**src/hw/rtl/wcd_pkg.sv**
```systemverilog
// Package for the windowed convergence detector: widths, codes, payload types,
// controller/datapath command and status structs. No dependencies.
`default_nettype none

package wcd_pkg;

  localparam int WINDOW_MAX = 16;

  localparam int SAMPLE_W   = 48;
  localparam int TOL_W      = 47;
  localparam int ITER_W     = 24;
  localparam int WS_W       = 5;
  localparam int CFG_IDX_W  = 2;
  localparam int CFG_DATA_W = 47;

  localparam int CNT_W  = $clog2(WINDOW_MAX + 1);
  localparam int PTR_W  = $clog2(WINDOW_MAX);
  localparam int DIFF_W = SAMPLE_W + 1;
  localparam int REV_W  = CNT_W + 4;

  localparam logic [ITER_W-1:0] ITER_MAX = '1;

  localparam logic [TOL_W-1:0]  TOL_RESET     = TOL_W'(66);
  localparam logic [ITER_W-1:0] MAX_ITER_RESET = ITER_W'(1000);
  localparam logic [WS_W-1:0]   WS_RESET      = WS_W'(5);

  localparam logic [CFG_IDX_W-1:0] CFG_TOLERANCE   = CFG_IDX_W'(0);
  localparam logic [CFG_IDX_W-1:0] CFG_MAX_ITER    = CFG_IDX_W'(1);
  localparam logic [CFG_IDX_W-1:0] CFG_WINDOW_SIZE = CFG_IDX_W'(2);

  typedef enum logic [1:0] {
    TREND_EMPTY       = 2'd0,
    TREND_CONVERGING  = 2'd1,
    TREND_OSCILLATING = 2'd2,
    TREND_STAGNATING  = 2'd3
  } trend_t;

  typedef struct packed {
    logic                       cmd;
    logic signed [SAMPLE_W-1:0] sample;
  } wcd_in_t;

  typedef struct packed {
    logic              converged;
    logic              limit_reached;
    trend_t            trend;
    logic [ITER_W-1:0] iteration_count;
  } wcd_out_t;

  typedef struct packed {
    logic accept;
    logic setup;
    logic read_en;
    logic eval_load;
  } wcd_cmd_t;

  typedef struct packed {
    logic empty;
    logic read_last;
    logic out_busy;
  } wcd_stat_t;

  // Clamp the window size register to [1, WINDOW_MAX].
  function automatic logic [CNT_W-1:0] eff_window(input logic [WS_W-1:0] ws);
    logic [CNT_W-1:0] r;
    if (ws == '0) begin
      r = CNT_W'(1);
    end else if (int'(ws) > WINDOW_MAX) begin
      r = CNT_W'(WINDOW_MAX);
    end else begin
      r = CNT_W'(ws);
    end
    return r;
  endfunction

endpackage

`default_nettype wire

```
**src/hw/rtl/windowed_convergence_detector.sv**
```systemverilog
// Top level of the windowed convergence detector: controller plus datapath.
// Depends on wcd_pkg, wcd_ctrl and wcd_datapath.
//
//   channel   signals                                  beat
//   item      item_valid / item_ready / item           cmd + sample
//   result    result_valid / result_ready / result     flags, trend, count
//   config    cfg_we / cfg_index / cfg_data            one register write
//
// An add walks the window memory from newest to oldest entry, one read per
// cycle, over n entries, n being the window fill after the add (at most 16);
// a clear skips the walk. A new item is accepted only once the previous one
// has been evaluated. Synchronous reset empties the window, zeroes the count
// and loads register defaults. A waiting result holds in its register while
// the next item is accepted; evaluation stalls only if that register is
// still full.
`default_nettype none

module windowed_convergence_detector (
  input  wire logic                           clk,
  input  wire logic                           rst,
  input  wire logic                           item_valid,
  output logic                                item_ready,
  input  wire wcd_pkg::wcd_in_t               item,
  output logic                                result_valid,
  input  wire logic                           result_ready,
  output wcd_pkg::wcd_out_t                   result,
  input  wire logic                           cfg_we,
  input  wire logic [wcd_pkg::CFG_IDX_W-1:0]  cfg_index,
  input  wire logic [wcd_pkg::CFG_DATA_W-1:0] cfg_data
);

  wcd_pkg::wcd_cmd_t  cmd;
  wcd_pkg::wcd_stat_t stat;

  wcd_ctrl u_ctrl (
    .clk        (clk),
    .rst        (rst),
    .item_valid (item_valid),
    .item_ready (item_ready),
    .stat       (stat),
    .cmd        (cmd)
  );

  wcd_datapath u_dp (
    .clk          (clk),
    .rst          (rst),
    .item         (item),
    .cfg_we       (cfg_we),
    .cfg_index    (cfg_index),
    .cfg_data     (cfg_data),
    .cmd          (cmd),
    .stat         (stat),
    .result_ready (result_ready),
    .result_valid (result_valid),
    .result       (result)
  );

endmodule

`default_nettype wire

```
**src/hw/rtl/wcd_ctrl.sv**
```systemverilog
// Controller of the windowed convergence detector: accept, set up, walk the
// window memory, evaluate. Uses wcd_pkg command and status structs.
`default_nettype none

module wcd_ctrl (
  input  wire logic              clk,
  input  wire logic              rst,
  input  wire logic              item_valid,
  output logic                   item_ready,
  input  wire wcd_pkg::wcd_stat_t stat,
  output wcd_pkg::wcd_cmd_t      cmd
);

  typedef enum logic [4:0] {
    S_IDLE  = 5'b00001,
    S_SETUP = 5'b00010,
    S_READ  = 5'b00100,
    S_WAIT  = 5'b01000,
    S_EVAL  = 5'b10000
  } state_t;

  state_t state, state_next;

  always_ff @(posedge clk) begin
    if (rst) begin
      state <= S_IDLE;
    end else begin
      state <= state_next;
    end
  end

  always_comb begin
    state_next = state;
    case (state)
      S_IDLE: begin
        if (item_valid) state_next = S_SETUP;
      end
      S_SETUP: begin
        state_next = stat.empty ? S_EVAL : S_READ;
      end
      S_READ: begin
        if (stat.read_last) state_next = S_WAIT;
      end
      S_WAIT: begin
        state_next = S_EVAL;
      end
      S_EVAL: begin
        // hold until the result register is free
        if (!stat.out_busy) state_next = S_IDLE;
      end
      default: begin
        state_next = S_IDLE;
      end
    endcase
  end

  assign item_ready    = (state == S_IDLE);
  assign cmd.accept    = (state == S_IDLE) && item_valid;
  assign cmd.setup     = (state == S_SETUP);
  assign cmd.read_en   = (state == S_READ);
  assign cmd.eval_load = (state == S_EVAL) && !stat.out_busy;

endmodule

`default_nettype wire

```
**src/hw/rtl/wcd_datapath.sv**
```systemverilog
// Datapath of the windowed convergence detector: configuration registers,
// circular window memory, scan accumulators and result register. Uses wcd_pkg.
`default_nettype none

module wcd_datapath (
  input  wire logic                              clk,
  input  wire logic                              rst,
  input  wire wcd_pkg::wcd_in_t                  item,
  input  wire logic                              cfg_we,
  input  wire logic [wcd_pkg::CFG_IDX_W-1:0]     cfg_index,
  input  wire logic [wcd_pkg::CFG_DATA_W-1:0]    cfg_data,
  input  wire wcd_pkg::wcd_cmd_t                 cmd,
  output wcd_pkg::wcd_stat_t                     stat,
  input  wire logic                              result_ready,
  output logic                                   result_valid,
  output wcd_pkg::wcd_out_t                      result
);

  // configuration
  logic [wcd_pkg::TOL_W-1:0]  tolerance;
  logic [wcd_pkg::ITER_W-1:0] max_iterations;
  logic [wcd_pkg::WS_W-1:0]   window_size;
  logic [wcd_pkg::CNT_W-1:0]  ws;

  always_ff @(posedge clk) begin
    if (rst) begin
      tolerance      <= wcd_pkg::TOL_RESET;
      max_iterations <= wcd_pkg::MAX_ITER_RESET;
      window_size    <= wcd_pkg::WS_RESET;
    end else if (cfg_we) begin
      if (cfg_index == wcd_pkg::CFG_TOLERANCE) begin
        tolerance <= cfg_data[wcd_pkg::TOL_W-1:0];
      end
      if (cfg_index == wcd_pkg::CFG_MAX_ITER) begin
        max_iterations <= cfg_data[wcd_pkg::ITER_W-1:0];
      end
      if (cfg_index == wcd_pkg::CFG_WINDOW_SIZE) begin
        window_size <= cfg_data[wcd_pkg::WS_W-1:0];
      end
    end
  end

  assign ws = wcd_pkg::eff_window(window_size);

  // window state: head points at the newest entry
  logic [wcd_pkg::SAMPLE_W-1:0] window_mem [wcd_pkg::WINDOW_MAX];
  logic [wcd_pkg::PTR_W-1:0]    head, head_inc;
  logic [wcd_pkg::CNT_W-1:0]    fill, fill_next;
  logic [wcd_pkg::CNT_W:0]      fill_inc;
  logic [wcd_pkg::ITER_W-1:0]   iter_count;

  assign head_inc = (head == wcd_pkg::PTR_W'(wcd_pkg::WINDOW_MAX - 1)) ?
                    '0 : head + 1'b1;
  assign fill_inc  = {1'b0, fill} + 1'b1;
  assign fill_next = (fill_inc > {1'b0, ws}) ? ws : fill_inc[wcd_pkg::CNT_W-1:0];

  always_ff @(posedge clk) begin
    if (rst) begin
      head       <= '0;
      fill       <= '0;
      iter_count <= '0;
    end else if (cmd.accept) begin
      if (item.cmd) begin
        fill       <= '0;
        iter_count <= '0;
      end else begin
        head <= head_inc;
        fill <= fill_next;
        if (iter_count != wcd_pkg::ITER_MAX) iter_count <= iter_count + 1'b1;
      end
    end
  end

  always_ff @(posedge clk) begin
    if (cmd.accept && !item.cmd) begin
      window_mem[head_inc] <= item.sample;
    end
  end

  // scan: read newest to oldest, one entry a cycle
  logic [wcd_pkg::PTR_W-1:0]    rd_ptr;
  logic [wcd_pkg::CNT_W-1:0]    rd_idx;
  logic [wcd_pkg::SAMPLE_W-1:0] rd_data;
  logic                         rd_vld;

  always_ff @(posedge clk) begin
    if (cmd.read_en) begin
      rd_data <= window_mem[rd_ptr];
    end
  end

  always_ff @(posedge clk) begin
    if (rst) begin
      rd_vld <= 1'b0;
    end else begin
      rd_vld <= cmd.read_en;
    end
  end

  always_ff @(posedge clk) begin
    if (cmd.setup) begin
      rd_ptr <= head;
      rd_idx <= '0;
    end else if (cmd.read_en) begin
      rd_ptr <= (rd_ptr == '0) ? wcd_pkg::PTR_W'(wcd_pkg::WINDOW_MAX - 1) : rd_ptr - 1'b1;
      rd_idx <= rd_idx + 1'b1;
    end
  end

  // accumulators over neighbouring differences
  logic [wcd_pkg::SAMPLE_W-1:0] prev_sample;
  logic                         have_prev;
  logic                         prev_pos, prev_neg;
  logic [wcd_pkg::DIFF_W-1:0]   maxchange;
  logic [wcd_pkg::CNT_W-1:0]    reversals;
  logic [wcd_pkg::DIFF_W-1:0]   diff, diff_abs;
  logic                         d_pos, d_neg;

  assign diff     = {prev_sample[wcd_pkg::SAMPLE_W-1], prev_sample}
                  - {rd_data[wcd_pkg::SAMPLE_W-1], rd_data};
  assign d_neg    = diff[wcd_pkg::DIFF_W-1];
  assign d_pos    = !d_neg && (diff != '0);
  assign diff_abs = d_neg ? (~diff + 1'b1) : diff;

  always_ff @(posedge clk) begin
    if (cmd.setup) begin
      have_prev <= 1'b0;
      prev_pos  <= 1'b0;
      prev_neg  <= 1'b0;
      maxchange <= '0;
      reversals <= '0;
    end else if (rd_vld) begin
      have_prev   <= 1'b1;
      prev_sample <= rd_data;
      if (have_prev) begin
        if (diff_abs > maxchange) maxchange <= diff_abs;
        // first difference has no previous sign, so this never fires on it
        if ((prev_pos && d_neg) || (prev_neg && d_pos)) reversals <= reversals + 1'b1;
        prev_pos <= d_pos;
        prev_neg <= d_neg;
      end
    end
  end

  // evaluation
  logic [wcd_pkg::DIFF_W-1:0]   tol_ext;
  logic [wcd_pkg::DIFF_W+3:0]   max10, tol_ext10;
  logic [wcd_pkg::REV_W-1:0]    rev10, fm2, n7;
  logic                         full, conv, osc, stag;
  wcd_pkg::trend_t              trend;

  assign tol_ext   = {{(wcd_pkg::DIFF_W - wcd_pkg::TOL_W){1'b0}}, tolerance};
  assign tol_ext10 = {4'b0, tol_ext};
  assign max10     = {1'b0, maxchange, 3'b0} + {3'b0, maxchange, 1'b0};
  assign rev10     = {1'b0, reversals, 3'b0} + {3'b0, reversals, 1'b0};
  assign fm2       = {4'b0, fill} - wcd_pkg::REV_W'(2);
  assign n7        = {fm2[wcd_pkg::REV_W-4:0], 3'b0} - fm2;

  assign full = (fill >= ws);
  assign conv = (fill >= wcd_pkg::CNT_W'(2)) && full && (maxchange < tol_ext);
  assign osc  = (fill >= wcd_pkg::CNT_W'(4)) && (rev10 >= n7);
  assign stag = full && (max10 < tol_ext10);

  always_comb begin
    if (fill == '0) begin
      trend = wcd_pkg::TREND_EMPTY;
    end else if (osc) begin
      trend = wcd_pkg::TREND_OSCILLATING;
    end else if (stag) begin
      trend = wcd_pkg::TREND_STAGNATING;
    end else begin
      trend = wcd_pkg::TREND_CONVERGING;
    end
  end

  // result register
  always_ff @(posedge clk) begin
    if (rst) begin
      result_valid <= 1'b0;
    end else if (cmd.eval_load) begin
      result_valid <= 1'b1;
    end else if (result_ready) begin
      result_valid <= 1'b0;
    end
  end

  always_ff @(posedge clk) begin
    if (cmd.eval_load) begin
      result.converged       <= conv;
      result.limit_reached   <= (iter_count >= max_iterations);
      result.trend           <= trend;
      result.iteration_count <= iter_count;
    end
  end

  assign stat.empty     = (fill == '0);
  assign stat.read_last = (rd_idx == fill - 1'b1);
  assign stat.out_busy  = result_valid && !result_ready;

endmodule

`default_nettype wire

```
**config.mk**
```make
export PLATFORM = sky130hd
export DESIGN_NAME = windowed_convergence_detector
export DESIGN_NICKNAME = d
export VERILOG_FILES = /design/src/hw/rtl/wcd_pkg.sv /design/src/hw/rtl/windowed_convergence_detector.sv /design/src/hw/rtl/wcd_ctrl.sv /design/src/hw/rtl/wcd_datapath.sv
export SDC_FILE = /design/constraint.sdc
export NUM_CORES = 2
export LEC_CHECK = 0
export ABC_AREA = 1
export BUFFER_PORTS_ARGS = -buffer_cell sky130_fd_sc_hd__buf_2
export CAP_MARGIN = 20
export CORE_ASPECT_RATIO = 1.4
export CORE_MARGIN = 3
export CORE_UTILIZATION = 50
export DETAILED_ROUTE_END_ITERATION = 16
export MAX_ROUTING_LAYER = met4
export PLACE_DENSITY = 0.77
export SYNTH_ARGS = -nofsm -noshare
export SYNTH_HDL_FRONTEND = slang
export SYNTH_HIERARCHICAL = 1
export SYNTH_SLANG_ARGS = --single-unit
```
**constraint.sdc**
```tcl
create_clock -name clk -period 6.41 [get_ports clk]
set_input_delay 0.641 -clock clk [delete_from_list [all_inputs] [get_ports clk]]
set_output_delay 0.641 -clock clk [all_outputs]
set_load 0.02 [all_outputs]
```
# Word level (Yosys, flattened, before mapping)

Memory sizes are Yosys's and may differ from the RTL's. A register that Yosys moved wholly into a read port is not among the register bits.
Index checks and enable logic that the tools add are counted.
Widths: inputs -> output; s select.

Add/sub/neg operators: 13
Magnitude comparators: 10
Equal/unequal tests: 13
Mux-type cells: 22
Bitwise logic cells: 3
Reductions and logical operators: 35

Operators with widths:

| operator              | number |
|---|---|
| $add 52x50->53        | 1 |
| $lt 53x47->1          | 1 |
| $add 49x1->49 const B | 1 |
| $gt 49x49->1          | 1 |
| $lt 49x47->1          | 1 |
| $mux 49               | 1 |
| $not 49->49           | 1 |
| $reduce_bool 49->1    | 1 |
| $sub 48x48->49        | 1 |
| $mux 24               | 2 |
| $mux 5                | 8 |
| $pmux 5 s5            | 1 |
| $add 24x1->24 const B | 1 |
| $ge 24x24->1          | 1 |
| $ne 24x24->1 const B  | 1 |
| $mux 4                | 4 |
| $reduce_and 2->1      | 7 |
| $logic_and 1x1->1     | 11 |
| $add 5x1->5 const B   | 2 |
| $logic_not 5->1       | 2 |
| $add 8x6->9           | 1 |
| $ge 9x9->1            | 1 |
| $reduce_and 3->1      | 3 |
| $sub 9x9->9           | 1 |
| other kinds (29)      | 41 |

Register bits after elaboration: 258
Bits in writable memories: 768
Input bits: 103
Output and inout port bits: 30
Logic and storage cells: 119
Memories: 1

Memories:

| memory          | depth | bits a word | rd ports | clocked after Yosys merged registers in | wr ports | RTL line           | text |
|---|---|---|---|---|---|---|---|
| u_dp.window_mem | 16    | 48          | 1        | 1                                       | 1        | wcd_datapath.sv:46 | `logic [wcd_pkg::SAMPLE_W-1:0] window_mem [wcd_pkg::WINDOW_MAX];` |

# Logic depth before layout (Yosys ltp)

Word-level depth: 7
Depth in mapped cells: 37
Gate-level depth less buffers: 35

# Hierarchy

Netlist, hierarchy kept.

Modules (own cells, without submodules):

| module       | instances | cells an instance | area each (um^2) | seq. area each (um^2) |
|---|---|---|---|---|
| wcd_datapath | 1         | 5,582             | 53,578.9         | 30,369.1 |
| wcd_ctrl     | 1         | 44                | 311.5            | 100.1 |

# Worst setup path before layout

Ideal clock, no wire load.

Path type: register to register
Start: register u_dp/rd_data[0] (netlist bit), read port of u_dp.window_mem
End: register u_dp/maxchange[10] (netlist bit)
Setup time: 128 ps
Arrival: 4,542 ps
Data required time: 6,282 ps
Path slack: 1,740 ps
Stages on the path, launching flop included: 34
Buffers on the path: 2
Clock period less this slack: 4,670 ps
Cell sequence: edfxtp_1 ha_1 inv_1 fa_1 inv_1 ha_1 inv_1 a21oi_1 nand3_1 nor2_1 nand2_2 nor2_1 nand2_1 nor2_2 nand3_1 nor2_2 nand2_2 o21ai_1 xor2_1 inv_1 ha_1 inv_1 nor3_1 inv_1 nor4_1 o21ai_0 o2111ai_1 nand3_1 nand3_1 nand2_1 inv_1 buf_2 clkbuf_1 a21oi_1

Longest elaborated chain between the ends: 6

RTL lines:

| item                         | RTL line            | text |
|---|---|---|
| start, declared              | wcd_datapath.sv:83  | `logic [wcd_pkg::SAMPLE_W-1:0] rd_data;` |
| $sub 48x48->49 *             | wcd_datapath.sv:120 | `- {rd_data[wcd_pkg::SAMPLE_W-1], rd_data};` |
| $not 49->49                  | wcd_datapath.sv:123 | `assign diff_abs = d_neg ? (~diff + 1'b1) : diff;` |
| $add 49x1->49                | wcd_datapath.sv:123 |  |
| $mux 49 *                    | wcd_datapath.sv:123 |  |
| net u_dp.diff_abs, one bit   | wcd_datapath.sv:116 | `logic [wcd_pkg::DIFF_W-1:0] diff, diff_abs;` |
| $gt 49x49->1 *               | wcd_datapath.sv:136 | `if (diff_abs > maxchange) maxchange <= diff_abs;` |
| $reduce_and 3->1 (no line) * | -                   |  |
| end signal, assigned         | wcd_datapath.sv:136 |  |
| end, declared                | wcd_datapath.sv:114 | `logic [wcd_pkg::DIFF_W-1:0] maxchange;` |

The timed path passes the listed nets; every way through them passes the cells marked *.
A chain may end at the register's enable or synchronous reset.

# Final worst setup path

Start: register u_dp/rd_data[5] (netlist bit), read port of u_dp.window_mem
End: register u_dp/maxchange[6] (netlist bit)

The elaborated chain is that of the path after synthesis.

==> reports/metrics.cfg <==
[drt]
viasPerCell=5.683
wl_per_cell_um=20.03
drc=0
drtIter0Drc=3638
vias=41174
ant_nets=0
wirelength_um=145100
dr.pass1.iters=6

[global_route]
use_met1_pct=28.70
use_met2_pct=45.36
grt_pass1_wl_um=222100
busiest_layer=met2
grt_use_total_pct=26.12
grt_pass1_vias=40403
grt_overflow_total=0
use_met3_pct=3.928
antenna_found_initial=15
grt_start_max_net_pins=207

[sta]
maxSlewViolCount=0
finalCritPeriodShare_pct=90.51
skew_ns=0.06780
setup_viol=0
setup-tns-final_ns=0
max_slew_margin_pct=24.10
worstMarginPinSlew_ns=1.136
fmax_mhz=172.4
final_hold_viol_count=0
period_needed_ns=5.802
grt_setup_unrepaired=false

[logic_synthesis]
syn-cell-area_sq_um=53890
synth_fa_ha_area_share_pct=7.193
yosys.area_share.simple_pct=17.88
synth_mux_area_share_pct=0
yosysMostFrequentCell=nand2_1
synthXorXnorAreaFrac_pct=1.674
synth-main-ff-cell=edfxtp_1
synth-seq-cells=1074
synth_top_family_by_area=simple AND/OR/NAND/NOR gates
synthesis.nets=6037
synthTopCellsByCount=nand2_1 (1,231), edfxtp_1 (896), inv_1 (614)
synth-seq-area-share_pct=56.54
ys_types=55
syn_area_per_cell_sq_um=9.579
syn_inst=5626
synth_warnings=6
synth_edf_count=896
synth_top_area_share_pct=49.93
async_flop_share_pct=0
yosys-top-cells-area=edfxtp_1 (50%), nand2_1 (8.6%), ha_1 (7.1%), dfxtp_1 (6.6%), inv_1 (4.3%)
yosysTopAreaCell=edfxtp_1
synth-compound-area-share_pct=10.96

[final_layout]
syn_to_final_growth_pct=10.83
fin_nets=6126
multiInputGateArea_sq_um=20470
nFillCells=9070
drive_gt1_share_pct=7.692
area.sequential_sq_um=30470

[setup_path]
r2r_slack_ns=0.61
worst-r2r-cell-count=32
r2r_end=u_dp/maxchange[6]
worst_r2r_startpoint=u_dp/rd_data[5]
critical_path_buf_inv_count=5
start_kind=flip-flop
worstSetupPathType=flip-flop to flip-flop
crit_path_max_incr_delay_ns=0.44
crit_family=simple AND/OR/NAND/NOR gates
cpMostUsedCell=nand2_1
cp.arrival_ns=6.42
endpoint_kind=flip-flop
cp.required_ns=7.03
crit_fanout=44
slowest_stage=nor2_1

[place]
dp_hpwl_um=96120
portBuffers=132
place.gp.congestion=1.045

[cts]
root_buffer=clkbuf_16
clkLatencyLatePin_ns=0.73
cts.path.max_buffers=3
cts-buffers-inserted=100
post-cts-setup-buffer-count=0
cts_tree=done
numClockSinks=1074
cts-hold-fix-buffers=0
h-tree-depth=3
path_clk_slew_ns=0.07
cts-resized-gates=0

[die]
coreArea_sq_um=106200
ioPinCount=133
die-area_sq_um=111800
start_util_pct=50.74
dieWidth_um=283.5
rows=141
die_y_um=394.5

[hold_path]
holdPathEnd=u_dp/max_iterations[5]
hold_path_depth=3
hold_class=primary input to flip-flop
holdCritStartpoint=cfg_data[5]

[power]
peakVddDrop_v=0.0002630
p_leak_nw=23.67
total_power_mw=15.79
power_density_nw_per_um2=264.4

[run]
cap_violations=0

[outcome]
status=finished, final reports clean

[where the power goes]
group	switching [mW]	internal, mW	total, mW
sequential	0.127	7.68	7.80
combinational	1.16	0.637	1.80
clock	2.65	3.54	6.19
[state kept, by name, indices dropped and copies added (netlist names)]
signal,cells
u_dp/result_valid,1
u_dp/tolerance,47
u_dp/have_prev,1
u_dp/prev_sample,48
u_dp/maxchange,49
u_dp/reversals,5
u_dp/max_iterations,24
u_ctrl/state,5
u_dp/iter_count,24
u_dp/rd_ptr,4
u_dp/rd_data,48
u_dp/window_size,5
u_dp/head,4
u_dp/prev_pos,1
u_dp/window_mem,768
u_dp/prev_neg,1
u_dp/rd_vld,1
u_dp/result,28
u_dp/rd_idx,5
u_dp/fill,5
[how the worst max path moves through the flow]
| stage | start | to | slack, ns | depth (start not counted) |
|---|---|---|---|---|
| floorplan | u_dp/rd_data[0] | u_dp/maxchange[10] | 1.74 | 33 |
| global placement | u_dp/prev_sample[0] | u_dp/maxchange[48] | 0.68 | 30 |
| detailed placement | u_dp/prev_sample[0] | u_dp/maxchange[48] | 0.73 | 30 |
| CTS | u_dp/rd_data[8] | u_dp/maxchange[6] | 0.63 | 32 |
| global route | u_dp/rd_data[8] | u_dp/maxchange[2] | 0.08 | 32 |
| finish | u_dp/rd_data[5] | u_dp/maxchange[6] | 0.61 | 32 |
[layout make-up]
| type | count | share of cell area, % |
|---|---|---|
| Sequential cell | 1074 | 51.01 |
| Multi-Input combinational cell | 3728 | 34.27 |
| Clock buffer | 120 | 4.473 |
| Inverter | 627 | 3.955 |
| Tap cell | 1430 | 2.996 |
| Timing Repair Buffer | 184 | 1.877 |
| Clock inverter | 65 | 1.347 |
| Antenna cell | 17 | 0.07123 |
[layout by cell type, fill, tap and decap left out, drive strengths merged, types with 4 or more instances in the layout]
| cell | count |
|---|---|
| a211oi | 24 |
| a21o | 6 |
| a21oi | 383 |
| a311oi | 20 |
| a31oi | 24 |
| and2 | 4 |
| buf | 184 |
| bufinv | 13 |
| clkbuf | 120 |
| clkinv | 38 |
| clkinvlp | 10 |
| dfxtp | 178 |
| diode | 17 |
| edfxtp | 896 |
| ha | 305 |
| inv | 631 |
| nand2 | 1258 |
| nand3 | 295 |
| nand3b | 18 |
| nand4 | 125 |
| nor2 | 504 |
| nor3 | 37 |
| nor4 | 19 |
| o211ai | 20 |
| o21a | 23 |
| o21ai | 425 |
| o21bai | 11 |
| o221ai | 70 |
| o22ai | 28 |
| xnor2 | 29 |
| xor2 | 74 |
[stage by stage]
stage               hold WS (ns)  util, %  instance area [sq um]  worst slack [ns]  instances
floorplan                 0.4264        -                  53890             1.740       5626
detailed placement        0.4354    52.87                  56150            0.7272       7040
CTS                       0.1097    56.15                  59630            0.6337       7225
global route              0.1462    56.23                  59720           0.08408       7241
global placement          0.4325    52.87                  56150            0.6794       7040
finish                    0.1706    56.24                  59730            0.6082       7245
[cells by family (layout without fill, tap and decap cells)]
group / after synthesis / count (layout)
flops: 1074 / 1074
buf+inv: 824 / 996
other cells: 0 / 17
compound gates: 1047 / 1047
xor+xnor: 103 / 103
fa+ha+maj: 308 / 308
simple gates: 2270 / 2270
[routing by layer]
layer,share of wire (%),vias up,wire length (um)
li1,-,19682,-
met1,37,19406,53590
met2,51,1610,73430
met3,6.8,476,9933
met4,5.6,0,8138
met5,0,-,0
[tightest hold or removal path: stages]
cell and delay (ns):
buf_2 0.10, nand2_1 0.05, o211ai_1 0.07
Power figures use the tool's default switching activity.
